File: src/rtl/core/u8cp_pkg.sv
// ----------------------------------------------------------------------------
// u8cp_pkg
// Shared types, codes and the CP1252 back-mapping table for the UTF-8 to
// single-byte transcoder.
// ----------------------------------------------------------------------------
package u8cp_pkg;

  localparam int unsigned OffsetBitsDef = 16;

  localparam int unsigned InDataW  = 8;
  localparam int unsigned CodeW    = 21;
  localparam int unsigned ErrOffW  = 16;
  localparam int unsigned OutDataW = 48;  // 8 + 16 + 21 = 45, padded to bytes
  localparam int unsigned StatusW  = 2;

  // Result status codes
  localparam logic [StatusW-1:0] StByte    = 2'd0;
  localparam logic [StatusW-1:0] StInvalid = 2'd1;
  localparam logic [StatusW-1:0] StUnrep   = 2'd2;

  // Allowed range of the next continuation byte
  localparam logic [2:0] ClsAny  = 3'd0;  // 80-BF
  localparam logic [2:0] ClsE0   = 3'd1;  // A0-BF
  localparam logic [2:0] ClsEd   = 3'd2;  // 80-9F
  localparam logic [2:0] ClsF0   = 3'd3;  // 90-BF
  localparam logic [2:0] ClsF4   = 3'd4;  // 80-8F

  typedef struct packed {
    logic       hit;
    logic [7:0] code;
  } map_t;

  // Windows-1252 back-mapping of the 27 high code points
  function automatic map_t cp1252_lookup(input logic [CodeW-1:0] cp);
    map_t r;
    r.hit  = 1'b1;
    r.code = 8'h00;
    case (cp)
      21'h0152: r.code = 8'h8C;
      21'h0153: r.code = 8'h9C;
      21'h0160: r.code = 8'h8A;
      21'h0161: r.code = 8'h9A;
      21'h0178: r.code = 8'h9F;
      21'h017D: r.code = 8'h8E;
      21'h017E: r.code = 8'h9E;
      21'h0192: r.code = 8'h83;
      21'h02C6: r.code = 8'h88;
      21'h02DC: r.code = 8'h98;
      21'h2013: r.code = 8'h96;
      21'h2014: r.code = 8'h97;
      21'h2018: r.code = 8'h91;
      21'h2019: r.code = 8'h92;
      21'h201A: r.code = 8'h82;
      21'h201C: r.code = 8'h93;
      21'h201D: r.code = 8'h94;
      21'h201E: r.code = 8'h84;
      21'h2020: r.code = 8'h86;
      21'h2021: r.code = 8'h87;
      21'h2022: r.code = 8'h95;
      21'h2026: r.code = 8'h85;
      21'h2030: r.code = 8'h89;
      21'h2039: r.code = 8'h8B;
      21'h203A: r.code = 8'h9B;
      21'h20AC: r.code = 8'h80;
      21'h2122: r.code = 8'h99;
      default:  r.hit  = 1'b0;
    endcase
    return r;
  endfunction

endpackage

File: src/rtl/core/utf8_to_cp1252_transcoder_core.sv
// ----------------------------------------------------------------------------
// utf8_to_cp1252_transcoder_core
// Strict streaming UTF-8 decoder that re-encodes to Latin-1 or Windows-1252.
// ----------------------------------------------------------------------------
// One UTF-8 byte is taken per cycle on the slave stream, tlast marking the last
// byte of a string. Each byte passes an input register, is decoded by one level
// of logic against the sequence state, and any result lands in an output
// register, and one byte is accepted every cycle while
// the master side keeps up. A completed code point up to U+00FF comes out as
// that byte; with allow_high_table set, 27 code points map to 0x80-0x9F. The
// first error of a string yields one result with tlast set (invalid sequence
// with its byte offset, or unrepresentable code point), and the rest of that
// string is dropped up to its tlast byte. Offsets saturate at all ones.
// allow_high_table resets to 1 and may only be written while the block is idle.
module utf8_to_cp1252_transcoder_core #(
  parameter int unsigned OFFSET_BITS = u8cp_pkg::OffsetBitsDef
) (
  input  logic                           clk_i,
  input  logic                           rst_ni,
  // slave stream: tdata = {in_byte}, tlast = end_of_string
  input  logic                           s_axis_tvalid,
  output logic                           s_axis_tready,
  input  logic [u8cp_pkg::InDataW-1:0]   s_axis_tdata,
  input  logic                           s_axis_tlast,
  // master stream: tdata from bit 0 up = out_byte[7:0], error_offset[15:0],
  // bad_code_point[20:0], pad[2:0]; tuser = status; tlast = last
  output logic                           m_axis_tvalid,
  input  logic                           m_axis_tready,
  output logic [u8cp_pkg::OutDataW-1:0]  m_axis_tdata,
  output logic [u8cp_pkg::StatusW-1:0]   m_axis_tuser,
  output logic                           m_axis_tlast,
  // allow_high_table register
  input  logic                           cfg_we_i,
  input  logic                           cfg_wdata_i
);
  import u8cp_pkg::*;

  localparam logic [OFFSET_BITS-1:0] PosMax = {OFFSET_BITS{1'b1}};

  // input register
  logic                 in_vld_q;
  logic [7:0]           in_byte_q;
  logic                 in_end_q;
  logic                 in_fire;

  // result register
  logic                 out_vld_q, out_vld_d;
  logic [7:0]           out_byte_q, out_byte_d;
  logic [StatusW-1:0]   out_st_q, out_st_d;
  logic [ErrOffW-1:0]   out_off_q, out_off_d;
  logic [CodeW-1:0]     out_cp_q, out_cp_d;
  logic                 out_last_q, out_last_d;
  logic                 out_ready;

  // sequence state
  logic                 allow_q;
  logic [1:0]           pend_q, pend_d;
  logic [CodeW-1:0]     pc_q, pc_d;
  logic [2:0]           cls_q, cls_d;
  logic [OFFSET_BITS-1:0] pos_q, pos_d;
  logic [OFFSET_BITS-1:0] start_q, start_d;
  logic                 drop_q, drop_d;

  // decode
  logic                 res;
  logic                 invalid;
  logic                 complete;
  logic [OFFSET_BITS-1:0] bad_off;
  logic [CodeW-1:0]     cp;
  logic [CodeW-1:0]     pc_next;
  logic [7:0]           lo, hi;
  logic [31:0]          bad_off32;
  map_t                 map;

  assign out_ready     = !out_vld_q || m_axis_tready;
  assign in_fire       = in_vld_q && out_ready;
  assign s_axis_tready = !in_vld_q || out_ready;

  always_ff @(posedge clk_i or negedge rst_ni) begin
    if (!rst_ni) begin
      in_vld_q <= 1'b0;
    end else if (s_axis_tready) begin
      in_vld_q <= s_axis_tvalid;
    end
  end

  always_ff @(posedge clk_i) begin
    if (s_axis_tready && s_axis_tvalid) begin
      in_byte_q <= s_axis_tdata;
      in_end_q  <= s_axis_tlast;
    end
  end

  always_ff @(posedge clk_i or negedge rst_ni) begin
    if (!rst_ni) begin
      allow_q <= 1'b1;
    end else if (cfg_we_i) begin
      allow_q <= cfg_wdata_i;
    end
  end

  assign pc_next = {pc_q[CodeW-7:0], in_byte_q[5:0]};
  assign map     = cp1252_lookup(cp);

  always_comb begin
    lo = 8'h80;
    hi = 8'hBF;
    case (cls_q)
      ClsE0:   lo = 8'hA0;
      ClsEd:   hi = 8'h9F;
      ClsF0:   lo = 8'h90;
      ClsF4:   hi = 8'h8F;
      default: ;
    endcase
  end

  always_comb begin
    pend_d   = pend_q;
    pc_d     = pc_q;
    cls_d    = cls_q;
    start_d  = start_q;
    drop_d   = drop_q;
    pos_d    = (pos_q != PosMax) ? pos_q + OFFSET_BITS'(1) : pos_q;
    invalid  = 1'b0;
    complete = 1'b0;
    bad_off  = '0;
    cp       = '0;
    res      = 1'b0;
    out_byte_d = 8'h00;
    out_st_d   = StByte;
    out_cp_d   = '0;
    out_last_d = 1'b0;

    if (!drop_q) begin
      if (pend_q == 2'd0) begin
        start_d = pos_q;
        if (in_byte_q < 8'h80) begin
          cp       = {13'd0, in_byte_q};
          complete = 1'b1;
        end else if (in_byte_q < 8'hC2 || in_byte_q > 8'hF4) begin
          invalid = 1'b1;
          bad_off = pos_q;
        end else if (in_byte_q < 8'hE0) begin
          pend_d = 2'd1;
          pc_d   = {16'd0, in_byte_q[4:0]};
          cls_d  = ClsAny;
        end else if (in_byte_q < 8'hF0) begin
          pend_d = 2'd2;
          pc_d   = {17'd0, in_byte_q[3:0]};
          cls_d  = (in_byte_q == 8'hE0) ? ClsE0 : (in_byte_q == 8'hED) ? ClsEd : ClsAny;
        end else begin
          pend_d = 2'd3;
          pc_d   = {18'd0, in_byte_q[2:0]};
          cls_d  = (in_byte_q == 8'hF0) ? ClsF0 : (in_byte_q == 8'hF4) ? ClsF4 : ClsAny;
        end
      end else if (in_byte_q < lo || in_byte_q > hi) begin
        invalid = 1'b1;
        bad_off = start_q;
      end else begin
        pc_d   = pc_next;
        cls_d  = ClsAny;
        pend_d = pend_q - 2'd1;
        if (pend_q == 2'd1) begin
          cp       = pc_next;
          complete = 1'b1;
        end
      end

      // truncated sequence: report the lead byte
      if (!invalid && !complete && in_end_q) begin
        invalid = 1'b1;
        bad_off = start_d;
      end

      if (invalid) begin
        res        = 1'b1;
        out_st_d   = StInvalid;
        out_last_d = 1'b1;
        pend_d     = 2'd0;
        pc_d       = '0;
        cls_d      = ClsAny;
        drop_d     = 1'b1;
      end else if (complete) begin
        res  = 1'b1;
        pc_d = '0;
        if (cp <= 21'h0000FF) begin
          out_byte_d = cp[7:0];
          out_last_d = in_end_q;
        end else if (allow_q && map.hit) begin
          out_byte_d = map.code;
          out_last_d = in_end_q;
        end else begin
          out_st_d   = StUnrep;
          out_cp_d   = cp;
          out_last_d = 1'b1;
          drop_d     = 1'b1;
        end
      end
    end

    // end of string clears everything but the register
    if (in_end_q) begin
      pend_d  = 2'd0;
      pc_d    = '0;
      cls_d   = ClsAny;
      pos_d   = '0;
      start_d = '0;
      drop_d  = 1'b0;
    end
  end

  assign bad_off32 = 32'(bad_off);
  assign out_off_d = (|bad_off32[31:16]) ? 16'hFFFF : bad_off32[15:0];
  assign out_vld_d = in_fire ? res : (out_vld_q && !m_axis_tready);

  always_ff @(posedge clk_i or negedge rst_ni) begin
    if (!rst_ni) begin
      pend_q  <= 2'd0;
      pc_q    <= '0;
      cls_q   <= ClsAny;
      pos_q   <= '0;
      start_q <= '0;
      drop_q  <= 1'b0;
    end else if (in_fire) begin
      pend_q  <= pend_d;
      pc_q    <= pc_d;
      cls_q   <= cls_d;
      pos_q   <= pos_d;
      start_q <= start_d;
      drop_q  <= drop_d;
    end
  end

  always_ff @(posedge clk_i or negedge rst_ni) begin
    if (!rst_ni) begin
      out_vld_q <= 1'b0;
    end else begin
      out_vld_q <= out_vld_d;
    end
  end

  always_ff @(posedge clk_i) begin
    if (in_fire && res) begin
      out_byte_q <= out_byte_d;
      out_st_q   <= out_st_d;
      out_off_q  <= out_off_d;
      out_cp_q   <= out_cp_d;
      out_last_q <= out_last_d;
    end
  end

  assign m_axis_tvalid = out_vld_q;
  assign m_axis_tdata  = {3'b000, out_cp_q, out_off_q, out_byte_q};
  assign m_axis_tuser  = out_st_q;
  assign m_axis_tlast  = out_last_q;

  // skipping a string leaves no sequence open
  a_drop_idle: assert property (@(posedge clk_i) disable iff (!rst_ni)
    drop_q |-> (pend_q == 2'd0 && pc_q == '0))
    else $error("open sequence while dropping");

  // a narrowed continuation range only exists inside a sequence
  a_cls_pend: assert property (@(posedge clk_i) disable iff (!rst_ni)
    (cls_q != ClsAny) |-> (pend_q != 2'd0))
    else $error("continuation class without pending bytes");

  // every error result closes its string
  a_err_last: assert property (@(posedge clk_i) disable iff (!rst_ni)
    (out_vld_q && out_st_q != StByte) |-> out_last_q)
    else $error("error result without last");

  // a byte result carries no error detail
  a_byte_clean: assert property (@(posedge clk_i) disable iff (!rst_ni)
    (out_vld_q && out_st_q == StByte) |-> (out_off_q == '0 && out_cp_q == '0))
    else $error("byte result with error fields set");

  // nothing is lost: a result only leaves the register on a request or a refill
  a_out_hold: assert property (@(posedge clk_i) disable iff (!rst_ni)
    (out_vld_q && !m_axis_tready) |=> out_vld_q)
    else $error("pending result dropped");

endmodule
File: config.mk
export PLATFORM = sky130hd
export DESIGN_NAME = utf8_to_cp1252_transcoder_core
export DESIGN_NICKNAME = d
export VERILOG_FILES = /design/src/rtl/core/u8cp_pkg.sv /design/src/rtl/core/utf8_to_cp1252_transcoder_core.sv
export SDC_FILE = /design/constraint.sdc
export NUM_CORES = 1
export LEC_CHECK = 0
export ABC_CLOCK_PERIOD_IN_PS = 7600
export BUFFER_PORTS_ARGS = -buffer_cell sky130_fd_sc_hd__buf_2
export CAP_MARGIN = 10
export CORE_ASPECT_RATIO = 1.2
export CORE_MARGIN = 2
export CORE_UTILIZATION = 25
export DETAILED_ROUTE_END_ITERATION = 16
export HOLD_SLACK_MARGIN = 0.06
export PLACE_DENSITY = 0.51
export SLEW_MARGIN = 20
export SYNTH_ARGS = -nofsm -noshare
export SYNTH_HDL_FRONTEND = slang
export SYNTH_SLANG_ARGS = --single-unit
export TNS_END_PERCENT = 5
File: constraint.sdc
create_clock -name clk_i -period 7.6 [get_ports clk_i]
set_input_delay 0.76 -clock clk_i [delete_from_list [all_inputs] [get_ports clk_i]]
set_output_delay 0.76 -clock clk_i [all_outputs]
set_load 0.005 [all_outputs]
==> Word-level counts from Yosys, hierarchy flattened <==
Cells that the tools add are included.
{ "word_totals": {"out_inout_bits": 53, "memories": 0, "word_cells": 182, "mem_bits_rw": 0, "latchBits": 0, "mem_bits_ro": 0, "inputBits": 15, "regBits": 113} }
{ "classes": {"n_lt_le_gt_ge": 8, "bitwise_logic": 1, "eq_ne": 44, "n_mul": 0, "addsub": 2, "muxes": 84, "shifts": 0, "reduce_logical": 26, "n_div": 0} }
{ "ops": {"columns": ["op", "n"], "rows": [
  ["== test 21 x 14 -> 1 bit (second input constant)", 17],
  ["one-hot mux 8 bit (27 select lines)", 1],
  ["== test 21 x 9 -> 1 bit (second input constant)", 8],
  ["two-way mux 16 bit", 10],
  ["two-way mux 15 bit", 8],
  ["two-way mux 21 bit", 5],
  ["== test 21 x 10 -> 1 bit (second input constant)", 2],
  ["two-way mux 3 bit", 11],
  ["== test 8 bit (second input constant)", 4],
  ["< comparator 8 bit (second input constant)", 4],
  ["two-way mux 1 bit", 31],
  ["OR reduction 27 bit", 1],
  ["two-way mux 8 bit", 3],
  ["one-hot mux 6 bit (2 select lines)", 2],
  ["two-way mux 2 bit", 11],
  ["less-or-equal comparator 21 x 8 -> 1 bit (second input constant)", 1],
  ["adder 16 x 1 -> 16 bit (second input constant)", 1],
  ["inequality test 16 bit (second input constant)", 1],
  ["inequality test 5 x 3 -> 1 bit (second input constant)", 3],
  ["inequality test 4 x 3 -> 1 bit (second input constant)", 3],
  ["AND reduction 5 bit", 2],
  ["greater-than comparator 8 bit", 1],
  ["greater-than comparator 8 bit (second input constant)", 1],
  ["< comparator 8 bit", 1],
  ["18 further kinds", 33]
]} }

==> Longest topological paths before layout <==
{ "logic_depth": {"word_depth": 18, "ltp_mapped": 13, "mapped_depth_nobuf": 10} }

==> Worst setup path after synthesis <==
No wires, ideal clock.
{ "synth_timing": {"kind": "reg2reg", "startpoint": "reg cls_q[1]", "endpoint": "reg out_last_q, in the netlist m_axis_tlast, enable pin", "arrival_ns": 5.389, "required_ns": 7.072, "setup_time_ns": 0.528, "n_path_buf": 0, "setup_slack_ns": 1.682, "stages_incl_launch_ff": 8, "synth_period_minus_slack_ns": 5.918, "cell_sequence": "dfrtp_1 or3b_2 ha_1 a21oi_1 a21oi_1 o21ai_1 nor2_1 a211oi_1"} }
{ "synth_via": {"elab_chain_len": 15, "elab_cells_between_ends": 25, "classes_between": "2 x order compare; 4 x eq/ne; 13 x mux; 6 x reduce/logical"} }
{ "synth_lines": {"columns": ["element", "line", "source"], "rows": [
  ["start, declared", "utf8_to_cp1252_transcoder_core.sv:59", "logic [2:0] cls_q, cls_d;"],
  ["start signal, assigned", "utf8_to_cp1252_transcoder_core.sv:220", "cls_q <= ClsAny;"],
  ["start signal, assigned", "utf8_to_cp1252_transcoder_core.sv:227", "cls_q <= cls_d;"],
  ["== test 3 x 2 -> 1 bit (tied with other cells)", "utf8_to_cp1252_transcoder_core.sv:108", "case (cls_q)"],
  ["one-hot mux 6 bit (2 select lines)", "utf8_to_cp1252_transcoder_core.sv:108", null],
  ["< comparator 8 bit or greater-than comparator 8 bit (tied branches)", "utf8_to_cp1252_transcoder_core.sv:156", "end else if (in_byte_q < lo || in_byte_q > hi) begin"],
  ["logical OR 1 bit (*)", "utf8_to_cp1252_transcoder_core.sv:156", null],
  ["two-way mux 1 bit", "utf8_to_cp1252_transcoder_core.sv:156", null],
  ["two-way mux 1 bit", "utf8_to_cp1252_transcoder_core.sv:135", "if (pend_q == 2'd0) begin"],
  ["two-way mux 1 bit", "utf8_to_cp1252_transcoder_core.sv:134", "if (!drop_q) begin"],
  ["zero test 1 bit", "utf8_to_cp1252_transcoder_core.sv:170", "if (!invalid && !complete && in_end_q) begin"],
  ["logical AND 1 bit (2 in a row)", "utf8_to_cp1252_transcoder_core.sv:170", null],
  ["two-way mux 1 bit", "utf8_to_cp1252_transcoder_core.sv:170", null],
  ["two-way mux 1 bit", "utf8_to_cp1252_transcoder_core.sv:134", null],
  ["two-way mux 1 bit (*)", "utf8_to_cp1252_transcoder_core.sv:175", "if (invalid) begin"],
  ["two-way mux 1 bit (*)", "utf8_to_cp1252_transcoder_core.sv:134", null],
  ["logical AND 1 bit (*)", "utf8_to_cp1252_transcoder_core.sv:243", "if (in_fire && res) begin"],
  ["end signal, assigned", "utf8_to_cp1252_transcoder_core.sv:248", "out_last_q <= out_last_d;"],
  ["end, declared", "utf8_to_cp1252_transcoder_core.sv:52", "logic out_last_q, out_last_d;"]
]} }
Every way passes the cells marked *; elsewhere a longest branch is shown, timed or not. The select of a mux whose other input is x is not followed.
A chain may end at the register's enable or synchronous reset.

==> Final worst setup path <==
{ "layout_timing": {"startpoint": "reg in_byte_q[5]", "endpoint": "reg out_last_q, in the netlist m_axis_tlast, data pin"} }
{ "layout_via": {"elab_chain_len": 14, "elab_cells_between_ends": 63, "classes_between": "6 x order compare; 27 x eq/ne; 22 x mux; 8 x reduce/logical"} }
{ "layout_lines": {"columns": ["element", "line", "source"], "rows": [
  ["start, declared", "utf8_to_cp1252_transcoder_core.sv:42", "logic [7:0] in_byte_q;"],
  ["start signal, assigned", "utf8_to_cp1252_transcoder_core.sv:89", "in_byte_q <= s_axis_tdata;"],
  ["< comparator 8 bit or greater-than comparator 8 bit (tied branches)", "utf8_to_cp1252_transcoder_core.sv:156", null],
  ["logical OR 1 bit", "utf8_to_cp1252_transcoder_core.sv:156", null],
  ["two-way mux 21 bit", "utf8_to_cp1252_transcoder_core.sv:156", null],
  ["two-way mux 21 bit", "utf8_to_cp1252_transcoder_core.sv:135", null],
  ["two-way mux 21 bit (2 in a row)", "utf8_to_cp1252_transcoder_core.sv:134", null],
  ["== test 21 x 14 -> 1 bit (tied with other cells)", "u8cp_pkg.sv:38", "case (cp)"],
  ["OR reduction 27 bit (no line)", null, null],
  ["two-way mux 1 bit", "u8cp_pkg.sv:38", null],
  ["logical AND 1 bit", "utf8_to_cp1252_transcoder_core.sv:189", "end else if (allow_q && map.hit) begin"],
  ["two-way mux 1 bit", "utf8_to_cp1252_transcoder_core.sv:189", null],
  ["two-way mux 1 bit", "utf8_to_cp1252_transcoder_core.sv:186", "if (cp <= 21'h0000FF) begin"],
  ["two-way mux 1 bit", "utf8_to_cp1252_transcoder_core.sv:183", "end else if (complete) begin"],
  ["two-way mux 1 bit (*)", "utf8_to_cp1252_transcoder_core.sv:175", null]
]} }
Marked as above.

==> results.json <==
{
  "status": "complete, no violations",
  "yosysSeqAreaShare_pct": 52.2,
  "clkTransAtPathRegs_ns": 0.06,
  "die_w_um": 145,
  "maxCapViolCount": 0,
  "place_area_mm2": 0.00660,
  "hp-class": "primary input to asynchronous set/reset pin",
  "hold_viol": 0,
  "clock-sinks": 113,
  "fmax_ghz": 0.250,
  "dieHeight_um": 173,
  "postCtsResizedCells": 0,
  "start_util_pct": 25.6,
  "cts_buffer_depth": 2,
  "antenna_found_initial": 0,
  "avgRoutedWirePerCell_um": 18.5,
  "grt.overflow.total": 0,
  "path_class": "flip-flop to flip-flop",
  "drc": 0,
  "ir_worst_vdd_uv": 164,
  "finalMaxSlewViolations": 0,
  "synthesis.instances": 568,
  "ys_ff_latch": 113,
  "holdWs_ns": 0.490,
  "cts_tree": "yes",
  "fin_area_mm2": 0.00717,
  "first_pass_iters": 5,
  "area_delta_synth_final_pct": 20.2,
  "hpwl_um": 12000,
  "r2r-end": "m_axis_tlast",
  "port_buffers": 64,
  "async_reset_ff_share_pct": 49.6,
  "dr.first_iter.drc_count": 358,
  "synth_area_per_cell_um2": 10.5,
  "reg2reg_setup_slack_ns": 3.59,
  "io_pins": 68,
  "crit_required_ns": 7.71,
  "synth_ff_type": "edfxtp_1",
  "setup_viol": 0,
  "min_period_over_period_pct": 52.7,
  "drtAntennaViolNets": 0,
  "place.gp.congestion": 0.918,
  "ys_warn_count": 0,
  "cp-end-kind": "flip-flop",
  "fin_nets": 641,
  "worstSkewPairLatency_ns": 0.42,
  "dieArea_mm2": 0.0251,
  "pre_cts_ws_ns": 3.63,
  "worst_pin_slew_ns": 1.05,
  "slew_headroom_pct": 29.3,
  "core_mm2": 0.0233,
  "cp_max_fo": 23,
  "clk_root_buffer_cell": "clkbuf_16",
  "syn-cell-area_mm2": 0.00596,
  "grt_first_pass_wirelength_um": 28200,
  "grtUsageTotal_pct": 14.3,
  "ys_types": 73,
  "rsz0062_at_grt": "no",
  "synth_edf_count": 57,
  "utilization_pct": 30.8,
  "mostFrequentLayoutCell": "buf_2",
  "dr_total_vias": 4861,
  "drive_gt1_share_pct": 20.6,
  "pwr_density_cell_mw_per_mm2": 304,
  "rr_worst_depth": 8,
  "skew_ns": 0.0152,
  "worst_slack_ns": 3.59,
  "antenna_cells": 0,
  "grt_max_degree": 57,
  "cp.arrival_ns": 4.12,
  "ctsHoldBuffers": 0,
  "wl_um": 17600,
  "period_minus_slack_ns": 4.01,
  "setup_tns_ns": 0,
  "first_global_vias": 4891,
  "num_rows": 61,
  "htree_levels": 4,
  "power_leakage_nw": 2.75,
  "worst_setup_path_start_kind": "flip-flop",
  "layout_common_cells": "buf_2 (64), edfxtp_1 (57), dfrtp_1 (55)",
  "vias_per_cell": 5.12,
  "cts_buffers": 17,
  "post_cts_buffers": 0,
  "r2r-start": "in_byte_q[5]"
}
cell families after synthesis:
group	share of synthesized area [%]
and+or+nand+nor	22.7
AOI/OAI and AO/OA	18.1
DFF	52.2
buffers and inverters	3.93
xor gates and xnor gates	1.91
adders and majority gates	0.840
other	0.0629
muxes	0.189
final cells by class:
cell class | instances | area, um2
Fill cell | 2381 | 16100
Sequential cell | 113 | 3110
Multi-Input combinational cell | 405 | 2650
Clock buffer | 18 | 429
Timing Repair Buffer | 75 | 403
Tap cell | 315 | 394
Clock inverter | 14 | 141
Inverter | 10 | 37.5
metrics by stage:
step,instances,power [mW]
2_1_floorplan,570,1.19
3_3_place_gp,918,1.42
3_5_place_dp,918,1.42
4_1_cts,950,2.20
5_1_grt,950,2.29
6_report,950,2.18
critical path, stage by stage, from the launching register on:
cell and delay (ns):
edfxtp_1 0.60, ha_1 0.40, nand3_1 0.08, or4_1 0.61, a21oi_2 0.60, and3_1 0.32
and4b_1 0.24, a41oi_4 0.65, o22ai_1 0.19
sequential cells by signal, summed over array words and instances, names as in the netlist, 2 cells and up:
register and cells:
cls_q 3, in_byte_q 8, m_axis_tuser 2, out_byte_q 8, out_cp_q 21, out_off_q 16, pc_q 15, pend_q 2
pos_q 16, start_q 16
worst max path at each step:
stage,startpoint,to,slack (ns)
2_1_floorplan,cls_q[1],m_axis_tlast,1.68
3_3_place_gp,in_byte_q[5],m_axis_tlast,3.71
4_1_cts,in_byte_q[5],m_axis_tlast,3.61
5_1_grt,in_byte_q[2],m_axis_tlast,3.42
6_report,in_byte_q[5],m_axis_tlast,3.59
3_5_place_dp,in_byte_q[5],m_axis_tlast,3.63
synth_stat cells, types with 12 or more instances:
cell	n	area (um2)
a21oi_1	17	85.1
a22o_1	35	307
a22oi_1	17	128
clkbuf_1	21	78.8
dfrtp_1	55	1380
edfxtp_1	57	1710
nand2_1	40	150
nand3_1	19	95.1
nand4_1	12	75.1
nor2_1	53	199
nor3_1	22	110
nor3b_1	13	97.6
nor4_1	16	100
o21ai_0	15	75.1
layer usage:
metal / wire length (um) / global-route usage (%)
met5: 0 / 0
met4: 347 / 6.15
met3: 781 / 3.19
met2: 8460 / 22.1
met1: 7970 / 19.1
where the power goes:
group          total (mW)  internal [mW]  switching [mW]  leakage, nW
Sequential          0.855          0.777          0.0771         1.32
Combinational       0.549          0.173           0.376         1.17
Clock               0.774          0.479           0.295        0.260
Total                2.18           1.43           0.749         2.75
No activity file was read; power rests on OpenSTA's default activity.
